**src/rtl/rgtr_pkg.sv**
```systemverilog
// ============================================================================
// rgtr_pkg
// Shared types, register codes and constants for the gray/rotate core.
// ============================================================================
package rgtr_pkg;

   localparam int unsigned DEFAULT_MAX_DIM = 4096;
   localparam int unsigned QUEUE_DEPTH     = 2;

   localparam int unsigned PIXEL_W   = 32;
   localparam int unsigned RGB_W     = 24;
   localparam int unsigned GRAY_W    = 8;
   localparam int unsigned ADDR_W    = 24;
   localparam int unsigned CSR_W     = 13;
   localparam int unsigned CSR_IDX_W = 2;

   // luminance weights, scaled by 1024
   localparam int unsigned WEIGHT_B  = 117;
   localparam int unsigned WEIGHT_G  = 601;
   localparam int unsigned WEIGHT_R  = 306;
   localparam int unsigned LUMA_W    = 18;
   localparam int unsigned LUMA_SHIFT = 10;

   typedef enum logic [1:0] {
      ROT_NONE          = 2'd0,
      ROT_QUARTER       = 2'd1,
      ROT_HALF          = 2'd2,
      ROT_THREE_QUARTER = 2'd3
   } rot_type;

   typedef enum logic [CSR_IDX_W-1:0] {
      CSR_IMAGE_WIDTH  = 2'd0,
      CSR_IMAGE_HEIGHT = 2'd1,
      CSR_ROTATION     = 2'd2
   } csr_index_type;

   // zero acts as one, oversize saturates
   function automatic logic [31:0] clamp_dim(logic [CSR_W-1:0] v, int unsigned max_dim);
      logic [31:0] v32;
      v32 = 32'(v);
      if (v32 == 32'd0) begin
         return 32'd1;
      end
      if (v32 > 32'(max_dim)) begin
         return 32'(max_dim);
      end
      return v32;
   endfunction

endpackage

```
**src/rtl/rgtr_front.sv**
```systemverilog
// ============================================================================
// rgtr_front
// Accepts pixels, owns the config registers and the column/row counters, and
// turns each pixel into a queue entry of multiplier operands.
// ============================================================================
module rgtr_front #(
   parameter int unsigned MAX_DIM = rgtr_pkg::DEFAULT_MAX_DIM,
   parameter int unsigned CNT_W   = $clog2(MAX_DIM),
   parameter int unsigned DIM_W   = $clog2(MAX_DIM + 1),
   parameter int unsigned ENTRY_W = rgtr_pkg::RGB_W + 2 * CNT_W + DIM_W + 1
) (
   input  logic                            clock,
   input  logic                            reset,
   input  logic                            csr_we,
   input  logic [rgtr_pkg::CSR_IDX_W-1:0]  csr_index,
   input  logic [rgtr_pkg::CSR_W-1:0]      csr_wdata,
   input  logic                            req_valid,
   output logic                            req_ready,
   input  logic [rgtr_pkg::PIXEL_W-1:0]    req_pixel_word,
   output logic                            q_valid,
   input  logic                            q_ready,
   output logic [ENTRY_W-1:0]              q_data
);

   logic [DIM_W-1:0]      width_ff,  width_in;
   logic [DIM_W-1:0]      height_ff, height_in;
   rgtr_pkg::rot_type     rotation_ff, rotation_in;
   logic [CNT_W-1:0]      col_ff, col_in;
   logic [CNT_W-1:0]      row_ff, row_in;

   logic [DIM_W-1:0]      width_m1, height_m1;
   logic [CNT_W-1:0]      col_rev, row_rev;
   logic                  col_end, row_end;
   logic [CNT_W-1:0]      op_a, op_c;
   logic [DIM_W-1:0]      op_b;
   logic                  accept;

   assign req_ready = q_ready;
   assign q_valid   = req_valid;
   assign accept    = req_valid && q_ready;

   assign width_m1  = width_ff - DIM_W'(1);
   assign height_m1 = height_ff - DIM_W'(1);
   assign col_rev   = CNT_W'(width_m1 - DIM_W'(col_ff));
   assign row_rev   = CNT_W'(height_m1 - DIM_W'(row_ff));
   assign col_end   = (DIM_W'(col_ff) == width_m1);
   assign row_end   = (DIM_W'(row_ff) == height_m1);

   // address = op_a * op_b + op_c
   always_comb begin
      case (rotation_ff)
         rgtr_pkg::ROT_QUARTER: begin
            op_a = col_ff;  op_b = height_ff; op_c = row_rev;
         end
         rgtr_pkg::ROT_HALF: begin
            op_a = row_rev; op_b = width_ff;  op_c = col_rev;
         end
         rgtr_pkg::ROT_THREE_QUARTER: begin
            op_a = col_rev; op_b = height_ff; op_c = row_ff;
         end
         default: begin
            op_a = row_ff;  op_b = width_ff;  op_c = col_ff;
         end
      endcase
   end

   assign q_data = {req_pixel_word[31:8], op_a, op_b, op_c, col_end && row_end};

   always_comb begin
      width_in    = width_ff;
      height_in   = height_ff;
      rotation_in = rotation_ff;
      col_in      = col_ff;
      row_in      = row_ff;
      if (csr_we) begin
         case (rgtr_pkg::csr_index_type'(csr_index))
            rgtr_pkg::CSR_IMAGE_WIDTH: begin
               width_in = DIM_W'(rgtr_pkg::clamp_dim(csr_wdata, MAX_DIM));
               col_in   = '0;
               row_in   = '0;
            end
            rgtr_pkg::CSR_IMAGE_HEIGHT: begin
               height_in = DIM_W'(rgtr_pkg::clamp_dim(csr_wdata, MAX_DIM));
               col_in    = '0;
               row_in    = '0;
            end
            rgtr_pkg::CSR_ROTATION: begin
               rotation_in = rgtr_pkg::rot_type'(csr_wdata[1:0]);
            end
            default: begin
            end
         endcase
      end else if (accept) begin
         if (col_end) begin
            col_in = '0;
            row_in = row_end ? '0 : row_ff + CNT_W'(1);
         end else begin
            col_in = col_ff + CNT_W'(1);
         end
      end
   end

   always_ff @(posedge clock) begin
      if (reset) begin
         width_ff    <= DIM_W'(1);
         height_ff   <= DIM_W'(1);
         rotation_ff <= rgtr_pkg::ROT_NONE;
         col_ff      <= '0;
         row_ff      <= '0;
      end else begin
         width_ff    <= width_in;
         height_ff   <= height_in;
         rotation_ff <= rotation_in;
         col_ff      <= col_in;
         row_ff      <= row_in;
      end
   end

endmodule

```
**src/rtl/rgtr_queue.sv**
```systemverilog
// ============================================================================
// rgtr_queue
// Small register FIFO between the front and back parts.
// ============================================================================
module rgtr_queue #(
   parameter int unsigned DATA_W = 8,
   parameter int unsigned DEPTH  = rgtr_pkg::QUEUE_DEPTH
) (
   input  logic              clock,
   input  logic              reset,
   input  logic              wr_valid,
   output logic              wr_ready,
   input  logic [DATA_W-1:0] wr_data,
   output logic              rd_valid,
   input  logic              rd_ready,
   output logic [DATA_W-1:0] rd_data
);

   localparam int unsigned PTR_W = (DEPTH > 1) ? $clog2(DEPTH) : 1;
   localparam int unsigned CNT_W = $clog2(DEPTH + 1);

   logic [DATA_W-1:0] entry_ff [DEPTH];
   logic [PTR_W-1:0]  wr_ptr_ff, wr_ptr_in;
   logic [PTR_W-1:0]  rd_ptr_ff, rd_ptr_in;
   logic [CNT_W-1:0]  count_ff,  count_in;
   logic              push, pop;

   assign wr_ready = (count_ff != CNT_W'(DEPTH));
   assign rd_valid = (count_ff != '0);
   assign rd_data  = entry_ff[rd_ptr_ff];
   assign push     = wr_valid && wr_ready;
   assign pop      = rd_valid && rd_ready;

   always_comb begin
      wr_ptr_in = wr_ptr_ff;
      rd_ptr_in = rd_ptr_ff;
      count_in  = count_ff;
      if (push) begin
         wr_ptr_in = (wr_ptr_ff == PTR_W'(DEPTH - 1)) ? '0 : wr_ptr_ff + PTR_W'(1);
      end
      if (pop) begin
         rd_ptr_in = (rd_ptr_ff == PTR_W'(DEPTH - 1)) ? '0 : rd_ptr_ff + PTR_W'(1);
      end
      if (push && !pop) begin
         count_in = count_ff + CNT_W'(1);
      end else if (pop && !push) begin
         count_in = count_ff - CNT_W'(1);
      end
   end

   always_ff @(posedge clock) begin
      if (reset) begin
         wr_ptr_ff <= '0;
         rd_ptr_ff <= '0;
         count_ff  <= '0;
      end else begin
         wr_ptr_ff <= wr_ptr_in;
         rd_ptr_ff <= rd_ptr_in;
         count_ff  <= count_in;
      end
   end

   always_ff @(posedge clock) begin
      if (push) begin
         entry_ff[wr_ptr_ff] <= wr_data;
      end
   end

endmodule

```
**src/rtl/rgtr_back.sv**
```systemverilog
// ============================================================================
// rgtr_back
// Two-stage elastic pipeline: products, then sums into the output register.
// ============================================================================
module rgtr_back #(
   parameter int unsigned MAX_DIM = rgtr_pkg::DEFAULT_MAX_DIM,
   parameter int unsigned CNT_W   = $clog2(MAX_DIM),
   parameter int unsigned DIM_W   = $clog2(MAX_DIM + 1),
   parameter int unsigned ENTRY_W = rgtr_pkg::RGB_W + 2 * CNT_W + DIM_W + 1
) (
   input  logic                          clock,
   input  logic                          reset,
   input  logic                          in_valid,
   output logic                          in_ready,
   input  logic [ENTRY_W-1:0]            in_data,
   output logic                          rsp_valid,
   input  logic                          rsp_ready,
   output logic [rgtr_pkg::GRAY_W-1:0]   rsp_gray_value,
   output logic [rgtr_pkg::ADDR_W-1:0]   rsp_dest_address,
   output logic                          rsp_frame_last
);

   localparam int unsigned LW     = rgtr_pkg::LUMA_W;
   localparam int unsigned PROD_W = CNT_W + DIM_W;
   localparam int unsigned SUM_W  = (PROD_W > rgtr_pkg::ADDR_W) ? PROD_W : rgtr_pkg::ADDR_W;

   logic [7:0]        red, green, blue;
   logic [CNT_W-1:0]  op_a, op_c;
   logic [DIM_W-1:0]  op_b;
   logic              last;

   logic              s1_valid_ff, s1_valid_in;
   logic [LW-1:0]     prod_b_ff, prod_g_ff, prod_r_ff;
   logic [PROD_W-1:0] prod_addr_ff;
   logic [CNT_W-1:0]  add_ff;
   logic              last_s1_ff;
   logic              s1_ready, s1_load;

   logic              s2_valid_ff, s2_valid_in;
   logic [rgtr_pkg::GRAY_W-1:0] gray_ff;
   logic [rgtr_pkg::ADDR_W-1:0] addr_ff;
   logic              last_s2_ff;
   logic              s2_ready, s2_load;
   logic [LW-1:0]     luma;
   logic [SUM_W-1:0]  addr_sum;

   assign {red, green, blue, op_a, op_b, op_c, last} = in_data;

   assign s2_ready = !s2_valid_ff || rsp_ready;
   assign s1_ready = !s1_valid_ff || s2_ready;
   assign in_ready = s1_ready;
   assign s1_load  = in_valid && s1_ready;
   assign s2_load  = s1_valid_ff && s2_ready;

   assign s1_valid_in = s1_ready ? in_valid : s1_valid_ff;
   assign s2_valid_in = s2_ready ? s1_valid_ff : s2_valid_ff;

   assign luma     = prod_b_ff + prod_g_ff + prod_r_ff;
   assign addr_sum = SUM_W'(prod_addr_ff) + SUM_W'(add_ff);

   always_ff @(posedge clock) begin
      if (reset) begin
         s1_valid_ff <= 1'b0;
         s2_valid_ff <= 1'b0;
      end else begin
         s1_valid_ff <= s1_valid_in;
         s2_valid_ff <= s2_valid_in;
      end
   end

   always_ff @(posedge clock) begin
      if (s1_load) begin
         prod_b_ff    <= LW'(blue)  * LW'(rgtr_pkg::WEIGHT_B);
         prod_g_ff    <= LW'(green) * LW'(rgtr_pkg::WEIGHT_G);
         prod_r_ff    <= LW'(red)   * LW'(rgtr_pkg::WEIGHT_R);
         prod_addr_ff <= PROD_W'(op_a) * PROD_W'(op_b);
         add_ff       <= op_c;
         last_s1_ff   <= last;
      end
      if (s2_load) begin
         gray_ff    <= luma[rgtr_pkg::LUMA_SHIFT +: rgtr_pkg::GRAY_W];
         addr_ff    <= addr_sum[rgtr_pkg::ADDR_W-1:0];
         last_s2_ff <= last_s1_ff;
      end
   end

   assign rsp_valid        = s2_valid_ff;
   assign rsp_gray_value   = gray_ff;
   assign rsp_dest_address = addr_ff;
   assign rsp_frame_last   = last_s2_ff;

endmodule

```
**src/rtl/rgba_to_gray_rotate_core.sv**
```systemverilog
// ============================================================================
// rgba_to_gray_rotate_core
// RGB pixel to 8-bit gray, with the pixel's address in a rotated frame.
// ============================================================================
// Takes one pixel per cycle in source raster order and returns one result per
// pixel, in order, one per cycle sustained while rsp_ready stays high. An
// accepted pixel is written into a two-entry queue; the back pipeline then
// forms the luminance products and the row/column product in one stage and
// adds them into the output register, which drives rsp_valid, in the next.
// Writing the width or height restarts the frame at column 0, row 0; a
// rotation write applies from the next pixel. Sizes of 0 act as 1 and sizes
// above MAX_DIM saturate. Write the registers only while no pixel is in flight.
module rgba_to_gray_rotate_core #(
   parameter int unsigned MAX_DIM = rgtr_pkg::DEFAULT_MAX_DIM
) (
   input  logic                           clock,
   input  logic                           reset,
   input  logic                           csr_we,
   input  logic [rgtr_pkg::CSR_IDX_W-1:0] csr_index,
   input  logic [rgtr_pkg::CSR_W-1:0]     csr_wdata,
   input  logic                           req_valid,
   output logic                           req_ready,
   input  logic [rgtr_pkg::PIXEL_W-1:0]   req_pixel_word,
   output logic                           rsp_valid,
   input  logic                           rsp_ready,
   output logic [rgtr_pkg::GRAY_W-1:0]    rsp_gray_value,
   output logic [rgtr_pkg::ADDR_W-1:0]    rsp_dest_address,
   output logic                           rsp_frame_last
);

   localparam int unsigned CNT_W   = $clog2(MAX_DIM);
   localparam int unsigned DIM_W   = $clog2(MAX_DIM + 1);
   localparam int unsigned ENTRY_W = rgtr_pkg::RGB_W + 2 * CNT_W + DIM_W + 1;

   logic               fq_valid, fq_ready;
   logic [ENTRY_W-1:0] fq_data;
   logic               qb_valid, qb_ready;
   logic [ENTRY_W-1:0] qb_data;

   rgtr_front #(
      .MAX_DIM (MAX_DIM),
      .CNT_W   (CNT_W),
      .DIM_W   (DIM_W),
      .ENTRY_W (ENTRY_W)
   ) u_front (
      .clock          (clock),
      .reset          (reset),
      .csr_we         (csr_we),
      .csr_index      (csr_index),
      .csr_wdata      (csr_wdata),
      .req_valid      (req_valid),
      .req_ready      (req_ready),
      .req_pixel_word (req_pixel_word),
      .q_valid        (fq_valid),
      .q_ready        (fq_ready),
      .q_data         (fq_data)
   );

   rgtr_queue #(
      .DATA_W (ENTRY_W),
      .DEPTH  (rgtr_pkg::QUEUE_DEPTH)
   ) u_queue (
      .clock    (clock),
      .reset    (reset),
      .wr_valid (fq_valid),
      .wr_ready (fq_ready),
      .wr_data  (fq_data),
      .rd_valid (qb_valid),
      .rd_ready (qb_ready),
      .rd_data  (qb_data)
   );

   rgtr_back #(
      .MAX_DIM (MAX_DIM),
      .CNT_W   (CNT_W),
      .DIM_W   (DIM_W),
      .ENTRY_W (ENTRY_W)
   ) u_back (
      .clock            (clock),
      .reset            (reset),
      .in_valid         (qb_valid),
      .in_ready         (qb_ready),
      .in_data          (qb_data),
      .rsp_valid        (rsp_valid),
      .rsp_ready        (rsp_ready),
      .rsp_gray_value   (rsp_gray_value),
      .rsp_dest_address (rsp_dest_address),
      .rsp_frame_last   (rsp_frame_last)
   );

endmodule

```
**config.mk**
```make
export PLATFORM = sky130hd
export DESIGN_NAME = rgba_to_gray_rotate_core
export DESIGN_NICKNAME = d
export VERILOG_FILES = /design/src/rtl/rgtr_pkg.sv /design/src/rtl/rgtr_front.sv /design/src/rtl/rgtr_queue.sv /design/src/rtl/rgtr_back.sv /design/src/rtl/rgba_to_gray_rotate_core.sv
export SDC_FILE = /design/constraint.sdc
export NUM_CORES = 1
export LEC_CHECK = 0
export CORE_MARGIN = 1
export CORE_UTILIZATION = 70
export DETAILED_ROUTE_END_ITERATION = 10
export DONT_BUFFER_PORTS = 1
export HOLD_SLACK_MARGIN = 0.1
export PLACE_DENSITY = 0.95
export SYNTH_ARGS = -nofsm -noshare
export SYNTH_HDL_FRONTEND = slang
export SYNTH_SLANG_ARGS = --single-unit
```
**constraint.sdc**
```tcl
create_clock -name clock -period 14.1 [get_ports clock]
set_input_delay 0.705 -clock clock [delete_from_list [all_inputs] [get_ports clock]]
set_output_delay 0.705 -clock clock [all_outputs]
set_load 0.005 [all_outputs]
```
# Yosys cells after proc, flatten, opt, wreduce, memory -nomap -nowiden
# Memories as Yosys holds them, arrays and structs flattened. A register that Yosys moved wholly into a read port is not among the register bits.
# Cells that the tools add are included.
[totals]
latchBits = 0
reg_bits = 177
in_bits = 52
mem_count = 1
output_inout_bits = 35
romBits = 0
mem_bits_rw = 124
[classes]
multipliers = 4
bitwise_logic = 0
eq_ne = 9
order_cmp = 1
shifts = 0
n_reduce_logical = 25
n_addsub = 13
n_mux = 37
n_div = 0
[mem_list]
columns = ["name", "words", "width", "read_ports", "rd_clocked_by_memory_dff", "write_ports", "line_no", "text"]
rows = [
  ["u_queue.entry_ff", 2, 62, 1, 1, 1, "rgtr_queue.sv:22", "logic [DATA_W-1:0] entry_ff [DEPTH];"],
]
[ops]
columns = ["cell", "n"]
rows = [
  ["$mux W12", 8],
  ["$mux W13", 7],
  ["$pmux W12 S3", 2],
  ["$eq A12 B13 Y1", 2],
  ["$sub A13 B1 Y13 const B", 2],
  ["$add A12 B1 Y12 const B", 2],
  ["$add A24 B12 Y24", 1],
  ["$mul A12 B13 Y24", 1],
  ["$sub A12 B12 Y12", 2],
  ["$add A15 B18 Y18", 1],
  ["$add A18 B17 Y18", 1],
  ["$mul A8 B10 Y18 const B", 1],
  ["$mux W1", 18],
  ["$mul A8 B8 Y16 const B", 1],
  ["$mul A8 B7 Y15 const B", 1],
  ["$gt A13 B13 Y1 const B", 1],
  ["$logic_not A13 Y1", 1],
  ["$reduce_and A2 Y1", 4],
  ["$reduce_bool A2 Y1", 4],
  ["$eq A2 B2 Y1 const B", 3],
  ["$logic_and A1 B1 Y1", 6],
  ["$eq A2 B1 Y1 const B", 2],
  ["$logic_not A1 Y1", 4],
  ["$mux W2", 2],
  ["other kinds (8)", 12],
]

# Longest topological paths before layout
# Gate-level depths: netlist of run 1.
[depth]
ltp_word = 9
mapped_depth = 23

# Cells and area by module
# Synthesis of run 1 repeated with hierarchy kept, for this count alone.
[unflattened]
hier_cells = 2153
hier_area_um2 = 23093.4
[by_module_without_submodules]
columns = ["mod", "area_per_inst_um2", "cells_each", "instances"]
rows = [
  ["rgtr_back", 13395.3, 1275, 1],
  ["rgtr_front", 5011.1, 661, 1],
  ["rgtr_queue", 4687.0, 217, 1],
]

# Least setup slack after synthesis of run 1
# Ideal clock, no wire load.
[synth_path]
kind = "register to register"
start = "register with a tool-made name"
end = "register u_back.prod_addr_ff[22] (data pin)"
setup_slack_ns = 7.645
t_arrival_ns = 6.194
path_stages_with_launch = 23
required_ns = 13.839
cell_sequence = "dfxtp_1 > buf_1 > clkbuf_1 > mux2i_1 > nor2_1 > fa_1 > inv_1 > fa_1 > inv_1 > fa_1 > fa_1 > inv_1 > fa_1 > inv_1 > ha_1 > a21o_1 > a21oi_1 > a2bb2oi_1 > a31oi_1 > or3_1 > o211ai_1 > nor3_1 > a311o_1"
[synth_rtl]
columns = ["element", "line_no", "text"]
rows = [
  ["end signal: assignment", "rgtr_back.sv:76", "prod_addr_ff <= PROD_W'(op_a) * PROD_W'(op_b);"],
  ["end: declaration", "rgtr_back.sv:34", "logic [PROD_W-1:0] prod_addr_ff;"],
]

==> metrics.cfg, run 1 <==
[run_status]
outcome = finished, violations left
failed_checks = DRC

[die]
design.core.area_sq_um = 30800
num_rows = 64
start_util_pct = 71.9
die_w_microns = 180
die_area_sq_um = 32400
die_y_microns = 180
ioPinCount = 87

[drt]
drc = 6
via_count = 15189
wl_per_cell_microns = 21.4
wl_microns = 51300
routed_via_density = 6.33
antenna_left = 0
dr.pass1.iters = 8
drtIter0Drc = 1435

[final_layout]
final_core_util_pct = 76.5
final_common_cell = inv_1
final_nets = 2424
final_area_sq_um = 23600
drive_gt1_share_pct = 7.94
syn_to_final_growth_pct = 6.54
mostFrequentLayoutCells = 274 x inv_1, 243 x edfxtp_1, 234 x ha_1, 176 x nand2_1, 160 x fa_1
fillers = 1713
antenna_cells = 0

[synth]
avgSynthCellArea_sq_um = 11.2
synth-simple-area-share_pct = 9.95
async_reset_ff_share_pct = 0
synth_cell_type_count = 61
synth_edf_count = 243
synth_compound_area_share_pct = 6.57
synth_top_area_cell = edfxtp_1
muxShareOfSynthArea_pct = 7.18
ys_warn_count = 0
netlist_area_sq_um = 22200
synth_top_cell_area_share_pct = 32.9
synthXorXnorAreaFrac_pct = 5.10
ys_seq_elements = 302
synth_fp_nets = 2418
synthCells = 1972
synth.yosys.seq_area_share_pct = 38.3
synthAdderAreaFrac_pct = 27.7
yosys-top-cells-area = edfxtp_1 33%, fa_1 14%, ha_1 13%
synth_top_family_by_area = adder cells
ys.flop_type = edfxtp_1

[clocking]
cts_hold_buf = 0
clk_pin_slew_worst_paths_ps = 60
clk_latency_ps = 560
postCtsSetupRepairBufs = 0
h-tree-depth = 1
cts_tree = yes
cts_max_path_buffers = 3
cts.sinks = 302
cts_buffers = 31
cts_resized = 0
clock-root-buffer = clkbuf_16

[critical_path]
cp_max_fo = 44
cp-end-kind = flip-flop
cp-start-kind = flip-flop
cp.required_ps = 14400
worstSetupPathType = reg -> reg
crit_arrival_ps = 7210

[hold_path]
min_path_type = in -> reg

[timing]
holdWs_ps = 207
tightest_slew_ps = 1180
fin_skew_ps = 9.73
slew_violations = 0
setup_viol = 0
fin_crit_sh_pct = 49.1
layout_min_cycle_time_ps = 6920
setup_tns_ps = 0
hold_viol_final = 0
max_freq_mhz = 145
relSlewSlack_pct = 21.2
rsz0062_at_grt = no

[global_route]
grt_remaining_overflow = 0
track_usage_pct = 32.4
grt_max_degree = 88
grt_pass1_wl_microns = 81900
antenna_found_initial = 0
first_global_vias = 16043

[placed_design]
dpl.hpwl_microns = 36900
numPortBuffers = 0
gp_congestion = 0.977
place_area_sq_um = 22600

[flow_run]
drv_cap = 0

-- cells in the mapped netlist, types with 24 or more instances --
master	instances
fa_1	160
a21o_1	28
nor2_1	140
mux4_2	24
mux2_2	64
edfxtp_1	243
xnor2_1	82
ha_1	234
a21oi_1	98
nand2_1	176
o21ai_0	46
xor2_1	47
dfxtp_1	59
nor2b_1	26
mux2i_1	33
inv_1	275
-- logic make-up (layout without fill, tap and decap cells) --
logic type,after synthesis,after routing
AOI/OAI and AO/OA,238,238
xor gates and xnor gates,129,129
adders and majority gates,394,394
buffers and inverters,309,339
DFF,302,302
muxes,121,121
and+or+nand+nor,479,479
-- registers in the layout, summed over array words and instances (netlist names), 2 cells and up, named ones only --
name	cells
u_queue.entry_ff	124
u_back.prod_addr_ff	24
u_back.rsp_dest_address	24
u_back.prod_g_ff	18
u_back.prod_r_ff	16
u_back.prod_b_ff	15
u_front.height_ff	13
u_front.width_ff	13
u_back.add_ff	12
u_front.col_ff	12
u_front.row_ff	12
u_back.rsp_gray_value	8
u_front.rotation_ff	2
u_queue.count_ff	2
-- area by class of cell --
| type | count | area (sq um) | area share (%) |
|---|---|---|---|
| Clock buffer | 35 | 821 | 3.48 |
| Clock inverter | 22 | 185 | 0.785 |
| Inverter | 275 | 1030 | 4.38 |
| Multi-Input combinational cell | 1361 | 12500 | 53.1 |
| Sequential cell | 302 | 8480 | 35.9 |
| Tap cell | 396 | 495 | 2.10 |
| Timing Repair Buffer | 7 | 52.6 | 0.223 |
-- path summary, 6_finish.rpt --
path	start	endpoint	slack, ps	cells past startpoint
min	reset	u_front.height_ff[4]	210	1
min reg2reg	u_back.last_s1_ff	u_back.rsp_frame_last	420	0
max reg2reg	flip-flop	u_back.prod_addr_ff[23]	7180	20
max	flip-flop	u_back.prod_addr_ff[23]	7180	20
-- worst max-delay path, stage by stage, from the launching register on --
cell,delay (ps)
dfxtp_4,770
buf_4,690
mux2i_1,730
nor2_1,160
fa_1,540
inv_1,60
fa_1,500
inv_1,50
fa_1,480
inv_1,50
fa_1,540
inv_1,50
ha_1,260
a211oi_1,260
nor2_1,100
or3_1,350
o311a_1,160
o41a_1,370
a31oi_1,240
a21oi_1,110
xnor2_1,150
-- metal layers --
metal | wire length [microns] | track usage (%) | share of wire (%)
met5 | 0 | 0 | 0
met3 | 4570 | 6.79 | 8.9
met2 | 24900 | 56.0 | 49
met4 | 2360 | 14.3 | 4.6
met1 | 19500 | 39.1 | 38
-- stage by stage --
| stage | setup WS (ps) | instances |
|---|---|---|
| finish | 7180 | 2398 |
| global route | 6920 | 2398 |
| CTS | 7230 | 2398 |
| detailed placement | 7270 | 2341 |
| global placement | 7480 | 2341 |
| floorplan | 7640 | 1972 |
Power of run 1 is not shown: default switching activity piles up to over one toggle a cycle in this logic, so the estimate is an artifact.
==> run 2, diff against run 1 <==
- ABC_AREA: default -> 1
- CORE_UTILIZATION: 70 -> 59
- PLACE_DENSITY: 0.95 -> 0.88
- clock period: 14.1 -> 5.9 ns (I/O delays scaled with it)
==> run 2 against run 1 <==
  * The flow now finishes without violations
  * Clock skew is 17 ps higher
  * Core utilization is 9.8 points lower
  * Flip-flop and latch count stayed put
  * Worst hold slack worse by 81 ps
  * Worst setup slack worse by 6900 ps
  * Register-to-register slack worse by 6900 ps
  * Die area is 23% higher
  * Synthesized area is 3.6% higher
  * Clock-buffer cell count is 5 higher
  * Largest cell class unchanged
  * Highest routed layer unchanged
==> metrics.cfg, run 2 <==
[die]
num_rows = 71  ; +11%
design.core.area_sq_um = 37900  ; +23%
ioPinCount = 87  ; unchanged
start_util_pct = 60.5  ; -11 points
die_area_sq_um = 39700  ; +23%
die_y_microns = 199  ; +11%
die_w_microns = 199  ; +11%

[synth]
synth_fp_nets = 2876  ; +19%
ys_seq_elements = 302  ; unchanged
ys.flop_type = edfxtp_1
yosys-top-cells-area = edfxtp_1 32%, fa_1 14%, ha_1 13%
synth_cell_type_count = 48  ; -21%
async_reset_ff_share_pct = 0  ; unchanged
synthCells = 2430  ; +23%
netlist_top_cells_count = 437 x nand2_1, 403 x inv_1, 243 x edfxtp_1
ys_warn_count = 0  ; unchanged
avgSynthCellArea_sq_um = 9.44  ; -16%
synth_edf_count = 243  ; unchanged
synth.yosys.seq_area_share_pct = 37.0  ; -1.3 points
netlist_area_sq_um = 22900  ; +3.6%
synth_top_area_cell = edfxtp_1
synth_top_cell_area_share_pct = 31.8  ; -1.1 points
yosysMostFrequentCell = nand2_1

[placed_design]
dpl.hpwl_microns = 43900  ; +19%
gp_congestion = 0.983  ; +0.68%
numPortBuffers = 0  ; unchanged

[hold_path]
min_path_type = in -> reg
min_from = reset

[drt]
drtIter0Drc = 1667  ; +16%
antenna_left = 0  ; unchanged
via_count = 17810  ; +17%
routed_via_density = 5.83  ; -8.0%
wl_per_cell_microns = 19.6  ; -8.3%
wl_microns = 60000  ; +17%
drc = 0  ; -6
dr.pass1.iters = 6  ; -2

[clocking]
cts.sinks = 302  ; unchanged
clk_pin_slew_worst_paths_ps = 80  ; +20 ps
cts_tree = yes
h-tree-depth = 1  ; unchanged
cts_max_path_buffers = 3  ; unchanged
clock-root-buffer = clkbuf_16
cts_buffers = 31  ; unchanged
clk_latency_ps = 590  ; +30 ps

[critical_path]
cpLargestDelayFamily = adder cells
worstSetupPathType = reg -> reg
r2r_end = u_back.prod_addr_ff[21]
max_stage_delay_ps = 550  ; -220 ps
crit_arrival_ps = 5970  ; -1240 ps
crit_top_cell = fa_1
critical_path_depth = 19  ; -5.0%
cp-start-kind = flip-flop
cp.buffers_inverters = 5  ; unchanged
cp_slowest_cell = fa_1
crit_path_cell_trace = buf_4 > nand2_1 > o21ai_0 > inv_2 > nand2_1 > fa_1 > inv_1 > fa_1 > fa_1 > fa_1 > inv_1 > fa_1 > inv_1 > ha_1 > a21oi_1 > o21ai_0 > a221oi_1 > nand3_1 > xor2_1
cp.required_ps = 6220  ; -8180 ps
cp_max_fo = 22  ; -50%
r2r_slack_ps = 250  ; -6930 ps
crit_end = u_back.prod_addr_ff[21]
reg2reg_depth = 19  ; -5.0%
cp-end-kind = flip-flop

[global_route]
grt_max_degree = 64  ; -27%
antenna_found_initial = 1  ; +1
grt_pass1_wl_microns = 95300  ; +16%
grt_remaining_overflow = 0  ; unchanged
track_usage_pct = 31.1  ; -1.3 points
first_global_vias = 18483  ; +15%

[timing]
slew_violations = 0  ; unchanged
tightest_slew_ps = 1140  ; -39.8 ps
layout_min_cycle_time_ps = 5650  ; -1270 ps
setup_viol = 0  ; unchanged
hold_viol_final = 0  ; unchanged
fin_skew_ps = 26.8  ; +17.1 ps
relSlewSlack_pct = 23.7  ; +2.5 points
holdWs_ps = 125  ; -81.3 ps
max_freq_mhz = 177  ; +22%
fin_crit_sh_pct = 95.8  ; +47 points

[final_layout]
drive_gt1_share_pct = 5.86  ; -2.1 points
multi_input_area_sq_um = 12800  ; +2.2%
syn_to_final_growth_pct = 10.4
seq_area_sq_um = 8480  ; unchanged
largest_reg_flops = 124  ; unchanged
fillers = 2793  ; +63%
top_register = u_queue.entry_ff
mostFrequentLayoutCells = 437 x nand2_1, 401 x inv_1, 243 x edfxtp_1, 234 x ha_1, 190 x nor2_1
final_nets = 2966  ; +22%
final_common_cell = nand2_1

[run_status]
outcome = finished clean

[flow_run]
drv_cap = 0  ; unchanged

## run 2: worst min-delay path by stage
stage | end | depth (start not counted)
global route | u_front.height_ff[1] | 3
detailed placement | u_front.col_ff[1] | 1
floorplan | u_queue.entry_ff[0][38] | 0
CTS | u_front.row_ff[9] | 3
finish | u_front.row_ff[9] | 3
global placement | u_back.rsp_valid | 1
## run 2: through the flow
| stage | instance area [sq um] | setup WS [ps] | TNS (ps) | instances | util [%] |
|---|---|---|---|---|---|
| final | 25300 | 249 | 0 | 3055 | 66.8 |
| after global routing | 25300 | -0.864 | -0.864 | 3055 | 66.8 |
| after CTS | 25300 | 93.5 | 0 | 3051 | 66.7 |
| after detailed placement | 23700 | 119 | 0 | 2945 | 62.6 |
| after global placement | 23700 | 221 | 0 | 2945 | 62.6 |
| after floorplan | 22900 | 452 | 0 | 2430 | - |
## run 2: cell families (layout without fill, tap and decap cells)
family / after synthesis / in the layout / share of synthesized area [%]
AOI/OAI and AO/OA: 338 / 338 / 8.25
xor gates and xnor gates: 126 / 126 / 4.81
adders and majority gates: 394 / 394 / 26.7
buffers and inverters: 444 / 557 / 7.39
DFF: 302 / 302 / 37.0
muxes: 29 / 29 / 1.42
other: 0 / 1 / 0
and+or+nand+nor: 797 / 797 / 14.5
## run 2: what timing repair did
action                                  CTS  global route
resized for setup                         0             7
endpoints found under the hold margin    85             3
hold buffers                             50             1
setup buffers                             0             1
endpoints found under the setup margin    0            11
## run 2: cell type report
class,instances,area share [%]
diodes,1,0.00988
clock buffers,40,3.32
clock inverters,16,0.771
inverters,409,6.07
multi-input cells,1684,50.5
flip-flops and latches,302,33.5
well taps,511,2.52
repair buffers,92,3.28
## run 2: layer usage
metal / vias up / wire [microns] / track usage, %
met5: - / 0 / 0
met4: 0 / 3220 / 15.5
met3: 223 / 4650 / 4.91
met2: 938 / 29100 / 53.5
met1: 8421 / 23000 / 37.9
li1: 8228 / - / -
## run 2: worst register-to-register path, stage by stage, from the launching register on
cell,delay (ps)
dfxtp_4,420
buf_4,200
nand2_1,90
o21ai_0,180
inv_2,240
nand2_1,120
fa_1,540
inv_1,50
fa_1,530
fa_1,450
fa_1,550
inv_1,50
fa_1,530
inv_1,40
ha_1,350
a21oi_1,260
o21ai_0,160
a221oi_1,310
nand3_1,140
xor2_1,170
Power of run 2 is left out for the same reason.
